### config.mk
export PLATFORM = sky130hd
export DESIGN_NAME = balist_cell
export DESIGN_NICKNAME = d
export VERILOG_FILES = /design/src/rtl/balist_pkg.sv /design/src/rtl/balist_cell.sv
export SDC_FILE = /design/constraint.sdc
export NUM_CORES = 1
export LEC_CHECK = 0
export ABC_CLOCK_PERIOD_IN_PS = 10130
export BUFFER_PORTS_ARGS = -buffer_cell sky130_fd_sc_hd__buf_4
export CORE_AREA = 2 2 110 112
export DETAILED_ROUTE_END_ITERATION = 8
export DIE_AREA = 0 0 112 114
export PLACE_DENSITY = 0.67
export SLEW_MARGIN = 5
export SYNTH_ARGS = -nofsm -noshare
export SYNTH_HDL_FRONTEND = slang
export SYNTH_SLANG_ARGS = --single-unit
### constraint.sdc
create_clock -name clock -period 10.13 [get_ports clock]
set_clock_uncertainty 0.1 [all_clocks]
set_input_delay 0.5065 -clock clock [delete_from_list [all_inputs] [get_ports clock]]
set_output_delay 0.5065 -clock clock [all_outputs]
set_load 0.05 [all_outputs]
### src/rtl/balist_pkg.sv
// Shared types and codes for the bounded array list engine.
// No dependencies; every other file imports this package.
package balist_pkg;

   // Default list depth and the widest position/count the design supports
   localparam int CAPACITY_DEFAULT = 128;
   localparam int CAPACITY_MAX     = 4096;
   localparam int POS_W            = $clog2(CAPACITY_MAX + 1);
   localparam int DATA_W           = 32;
   localparam int GROUP_SIZE       = 16;

   typedef enum logic [3:0] {
      CMD_CLEAR        = 4'd0,
      CMD_PREPEND      = 4'd1,
      CMD_INSERT_AT    = 4'd2,
      CMD_APPEND       = 4'd3,
      CMD_REMOVE_FIRST = 4'd4,
      CMD_REMOVE_AT    = 4'd5,
      CMD_READ_AT      = 4'd6,
      CMD_REPLACE_AT   = 4'd7,
      CMD_SWAP         = 4'd8,
      CMD_READ_HEAD    = 4'd9
   } cmd_type;

   typedef enum logic [1:0] {
      ST_OK     = 2'd0,
      ST_FULL   = 2'd1,
      ST_BADPOS = 2'd2,
      ST_EMPTY  = 2'd3
   } status_type;

   typedef enum logic [2:0] {
      OP_NONE,
      OP_INSERT,
      OP_REMOVE,
      OP_REPLACE,
      OP_SWAP
   } op_type;

   // Broadcast from the sequencer to every cell of the chain
   typedef struct packed {
      logic              commit;
      op_type            op;
      logic [POS_W-1:0]  pos_a;
      logic [POS_W-1:0]  pos_b;
      logic [DATA_W-1:0] wr_value;
      logic [DATA_W-1:0] rd_a;
      logic [DATA_W-1:0] rd_b;
   } cell_ctrl_type;

endpackage

### src/rtl/balist_cell.sv
// One storage cell of the list chain: holds one element, takes from its
// neighbours on shifts and drives read taps. Depends on balist_pkg.
module balist_cell import balist_pkg::*; #(
   parameter int INDEX = 0
) (
   input  logic              clock,
   input  cell_ctrl_type     ctrl,
   input  logic [DATA_W-1:0] left_value,
   input  logic [DATA_W-1:0] right_value,
   output logic [DATA_W-1:0] value,
   output logic [DATA_W-1:0] tap_a,
   output logic [DATA_W-1:0] tap_b
);

   localparam logic [POS_W-1:0] MY_INDEX = POS_W'(INDEX);

   logic [DATA_W-1:0] value_ff;
   logic [DATA_W-1:0] value_in;

   always_comb begin
      value_in = value_ff;
      case (ctrl.op)
         OP_INSERT: begin
            if (MY_INDEX > ctrl.pos_a) value_in = left_value;
            else if (MY_INDEX == ctrl.pos_a) value_in = ctrl.wr_value;
         end
         OP_REMOVE: begin
            if (MY_INDEX >= ctrl.pos_a) value_in = right_value;
         end
         OP_REPLACE: begin
            if (MY_INDEX == ctrl.pos_a) value_in = ctrl.wr_value;
         end
         OP_SWAP: begin
            if (MY_INDEX == ctrl.pos_a) value_in = ctrl.rd_b;
            else if (MY_INDEX == ctrl.pos_b) value_in = ctrl.rd_a;
         end
         default: value_in = value_ff;
      endcase
   end

   always_ff @(posedge clock) begin
      if (ctrl.commit) value_ff <= value_in;
   end

   assign value = value_ff;
   assign tap_a = (MY_INDEX == ctrl.pos_a) ? value_ff : '0;
   assign tap_b = (MY_INDEX == ctrl.pos_b) ? value_ff : '0;

endmodule

[After elaboration in Yosys (flattened, before gate mapping)]
Cells that the tools add are included.
W data, S select, Z words.
Storage, ports and cells
  register bits after elaboration: 32
  output and inout bits: 96
  logic and storage cells: 21
Cells by class
  $lt $le $gt $ge: 2
  equality and inequality tests: 6
  multiplexer cells: 8
  reduce and logical (&&, ||, !) cells: 4
Operators by type and width (count)
  $mux W32: 7
  $pmux W32 S4: 1
  $logic_not A13 Y1: 2
  $ge A1 B13 Y1 const A: 1
  $gt A1 B13 Y1 const A: 1
  $eq A3 B2 Y1 const B: 2
  $reduce_and A4 Y1: 1
  $reduce_bool A4 Y1: 1
  $eq A3 B1 Y1 const B: 1
  $eq A3 B3 Y1 const B: 1
  $ne A3 B3 Y1 const B: 1
  $ne A2 B2 Y1 const B: 1

[Logic depth before layout (Yosys ltp)]
  depth in word-level cells: 4
  depth in mapped cells: 6
  gate-level depth less buffers: 4

[Worst setup path after synthesis]
No wires, ideal clock.
  kind: input -> register
  from: input port ctrl[119] in the netlist's numbering
  to: register value_ff[0], in the netlist value[0] (enable)
  arrival time: 3.604 ns
  required time: 9.564 ns
  slack: 5.961 ns
  stages: 6
  buffers on the path: 2
  cell sequence: nor4_1 > and4_1 > buf_6 > buf_6 > a21oi_1 > o21ai_0
Between the ends
  cells in the longest elaborated chain, start to end: 3
  elaborated cells on any way between the ends: 5
  those cells by class: order compare (1); eq/ne (2); reduce/logical (2)
RTL lines
  from (decl): RTL line balist_cell.sv:7  | input cell_ctrl_type ctrl,
  $ge A1 B13 Y1 or $logic_not A13 Y1 (tied branches)
  $ne A2 B2 Y1 (no source line) or $ne A3 B3 Y1 (tied branches)
  $reduce_and A4 Y1 (no source line) (*)
  to (signal assigned): RTL line balist_cell.sv:42  | if (ctrl.commit) value_ff <= value_in;
  to (decl): RTL line balist_cell.sv:17  | logic [DATA_W-1:0] value_ff;
Every way passes the cells marked *; elsewhere a longest branch is shown, timed or not.
A chain may end at the register's enable or synchronous reset.

[Final worst setup path]
  from: input port ctrl[119] in the netlist's numbering
  to: output port tap_a[14]
Between the ends
  cells in the longest elaborated chain, start to end: 2
RTL lines
  $logic_not A13 Y1: RTL line balist_cell.sv:46  | assign tap_a = (MY_INDEX == ctrl.pos_a) ? value_ff : '0;
  $mux W32: RTL line balist_cell.sv:46
  to (decl): RTL line balist_cell.sv:11  | output logic [DATA_W-1:0] tap_a,
No other way between the ends.

==> impl_metrics.json <==
{
  "status": "finished, final reports clean",
  "combPwrFrac_pct": 25.0,
  "drtAntennaViolNets": 0,
  "path_clk_slew_ns": 0.06,
  "largest_reg_flops": 32,
  "grt_pass1_wl_um": 15300,
  "yosys_warnings": 0,
  "slew_violations": 0,
  "crit_type": "in2out",
  "place_ws_ns": 6.73,
  "cts_sinks": 32,
  "p_int_mw": 0.299,
  "period_needed_ns": 3.37,
  "post_dp_cell_area_mm2": 0.00474,
  "dr.pass1.iters": 4,
  "crit_path_end_kind": "primary output",
  "drive_gt1_share_pct": 55.5,
  "cpPeakStageDelay_ns": 0.74,
  "core_area_mm2": 0.0117,
  "ys_ff_latch": 32,
  "powerDensity_mw_per_mm2": 82.3,
  "p_switching_mw": 0.103,
  "die_y_um": 114,
  "path_max_fanout": 53,
  "vias": 3010,
  "cts_tree": "done",
  "cp_slowest_cell": "and4_4",
  "wire_per_inst_um": 15.6,
  "start_util_pct": 23.5,
  "dp_hpwl_um": 7750,
  "cts_resized": 0,
  "die_area_mm2": 0.0128,
  "fin_crit_sh_pct": 33.3,
  "startpoint_type": "primary input",
  "ctsRootBufferMaster": "clkbuf_16",
  "synth.avg_cell_area_um2": 10.4,
  "path_cells": "buf_4 -> nor4_1 -> and4_4 -> buf_4 -> and2_1 -> buf_4",
  "critPathTopFamily": "simple AND/OR/NAND/NOR gates",
  "grt_setup_unrepaired": "no",
  "port_buffers": 254,
  "clkLatencyLatePin_ns": 0.27,
  "cp.arrival_ns": 2.76,
  "place.gp.congestion": 0.769,
  "fin_tns_setup_ns": 0,
  "crit_buf_inv": 3,
  "layout_setup_ws_ns": 6.76,
  "clockBufferDepth": 2,
  "post-cts-setup-buffers": 0,
  "worstMarginPinSlew_ns": 1.04,
  "drc": 0,
  "cts_buffers": 5,
  "synth_cell_types": 21,
  "critPathMostFrequentCell": "buf_4",
  "cts-htree-levels": 2,
  "hp-class": "in2reg",
  "seq_power_share_pct": 38.9,
  "p_clk_share_pct": 36.1,
  "whs_ns": 0.408,
  "slew_headroom_pct": 30.2,
  "grt_max_degree": 54,
  "fillers": 1162,
  "antenna_cells": 0,
  "p_leak_nw": 2.07,
  "setup-violations-final": 0,
  "grt_remaining_overflow": 0,
  "netlist_instances": 266,
  "seq_area_frac_synth_pct": 34.8,
  "multiInputGateArea_mm2": 0.00167,
  "irDropWorstVdd_uv": 59.1,
  "die_x_um": 112,
  "grt_usage_pct": 14.9,
  "cp.required_ns": 9.52,
  "hold_viol": 0,
  "fin_area_mm2": 0.00488,
  "row_count": 40,
  "total_power_mw": 0.402,
  "first_iter_violations": 116,
  "max-cap-violations": 0,
  "sw_frac_of_total_pct": 25.5,
  "syn_nets": 457,
  "fmax_mhz": 297,
  "syn_area_mm2": 0.00276,
  "seqCellArea_um2": 961,
  "wl_um": 10200,
  "area_growth_pct": 77.1,
  "viasPerCell": 4.60,
  "nNetsFinal": 698,
  "antenna_found_initial": 0,
  "grt_pass1_vias": 2996,
  "hold_buffers": 0,
  "io_pins": 287
}
cell usage after synthesis:
| cell type | count | area [um^2] |
|---|---|---|
| and2_1 | 64 | 400 |
| o2111ai_1 | 1 | 8.76 |
| clkbuf_1 | 10 | 37.5 |
| edfxtp_1 | 32 | 961 |
| mux2i_1 | 64 | 641 |
| nor4_1 | 4 | 25.0 |
| o221ai_2 | 14 | 210 |
| nor2_1 | 4 | 15.0 |
| buf_6 | 7 | 78.8 |
| nand2_1 | 33 | 124 |
| o221ai_1 | 18 | 158 |
| nand2b_1 | 1 | 6.26 |
| buf_2 | 4 | 20.0 |
| buf_1 | 1 | 3.75 |
| and4_1 | 2 | 17.5 |
| nor3_1 | 2 | 10.0 |
| nor3b_1 | 1 | 7.51 |
| a21oi_1 | 1 | 5.00 |
| xnor2_1 | 1 | 8.76 |
| buf_8 | 1 | 15.0 |
| o21ai_0 | 1 | 5.00 |
final cells by class:
class | instances | share of cell area [%]
Timing Repair Buffer | 257 | 39.5
Clock buffer | 6 | 2.64
Sequential cell | 32 | 19.7
Clock inverter | 2 | 0.231
Multi-Input combinational cell | 211 | 34.2
Tap cell | 147 | 3.77
worst min-delay path: cells and delay by family:
family          cells  cell delay [ns]
compound gates      1             0.05
simple gates        1             0.05
buf+inv             1             0.07
cell families (layout without fill, tap and decap cells):
group / Yosys count / count (layout) / share of synthesized area (%)
AOI/OAI and AO/OA: 35 / 35 / 14.0
muxes: 64 / 64 / 23.2
and+or+nand+nor: 111 / 111 / 22.0
xor gates and xnor gates: 1 / 1 / 0.318
buffers and inverters: 23 / 265 / 5.63
DFF: 32 / 32 / 34.8
final timing paths:
check | slack, ns | startpoint | endpoint | cells after the start
worst max-delay path | 6.76 | ctrl[119] | tap_a[14] | 6
worst min-delay path | 0.41 | right_value[29] | value[29]$_DFFE_PP_ | 3
worst min register to register | 0.63 | value[6]$_DFFE_PP_ | value[6]$_DFFE_PP_ | 2
worst max register to register | 8.96 | value[30]$_DFFE_PP_ | value[30]$_DFFE_PP_ | 2
power groups by stage:
stage,logic [mW],registers [mW],clock network (mW)
2_1_floorplan,0.0266,0.172,0
3_3_place_gp,0.0995,0.159,0
3_5_place_dp,0.101,0.159,0
4_1_cts,0.101,0.157,0.150
5_1_grt,0.108,0.157,0.156
6_report,0.100,0.157,0.145
cells in the final DEF, fill, tap and decap left out, drive strengths merged:
cell type,n
nand2b,1
o2111ai,1
edfxtp,32
mux2i,64
clkbuf,6
nor4,4
buf,257
nor3,2
xnor2,1
and4,2
and2,64
clkinv,1
nor2,4
a21oi,1
o21ai,1
nand2,33
clkinvlp,1
nor3b,1
o221ai,32
metrics by stage:
stage,cells,utilization [%]
global route,655,41.7
CTS,655,41.7
detailed placement,647,40.5
finish,655,41.7
floorplan,266,-
global placement,647,40.5
per-layer routing:
| metal | track usage [%] | up-vias | part of all wire (%) |
|---|---|---|---|
| met5 | 0 | - | 0 |
| met4 | 3.66 | 0 | 1.0 |
| met3 | 3.03 | 10 | 6.6 |
| met2 | 26.9 | 146 | 51 |
| met1 | 18.2 | 1379 | 41 |
| li1 | - | 1475 | - |
(Power assumes the default switching activity.)
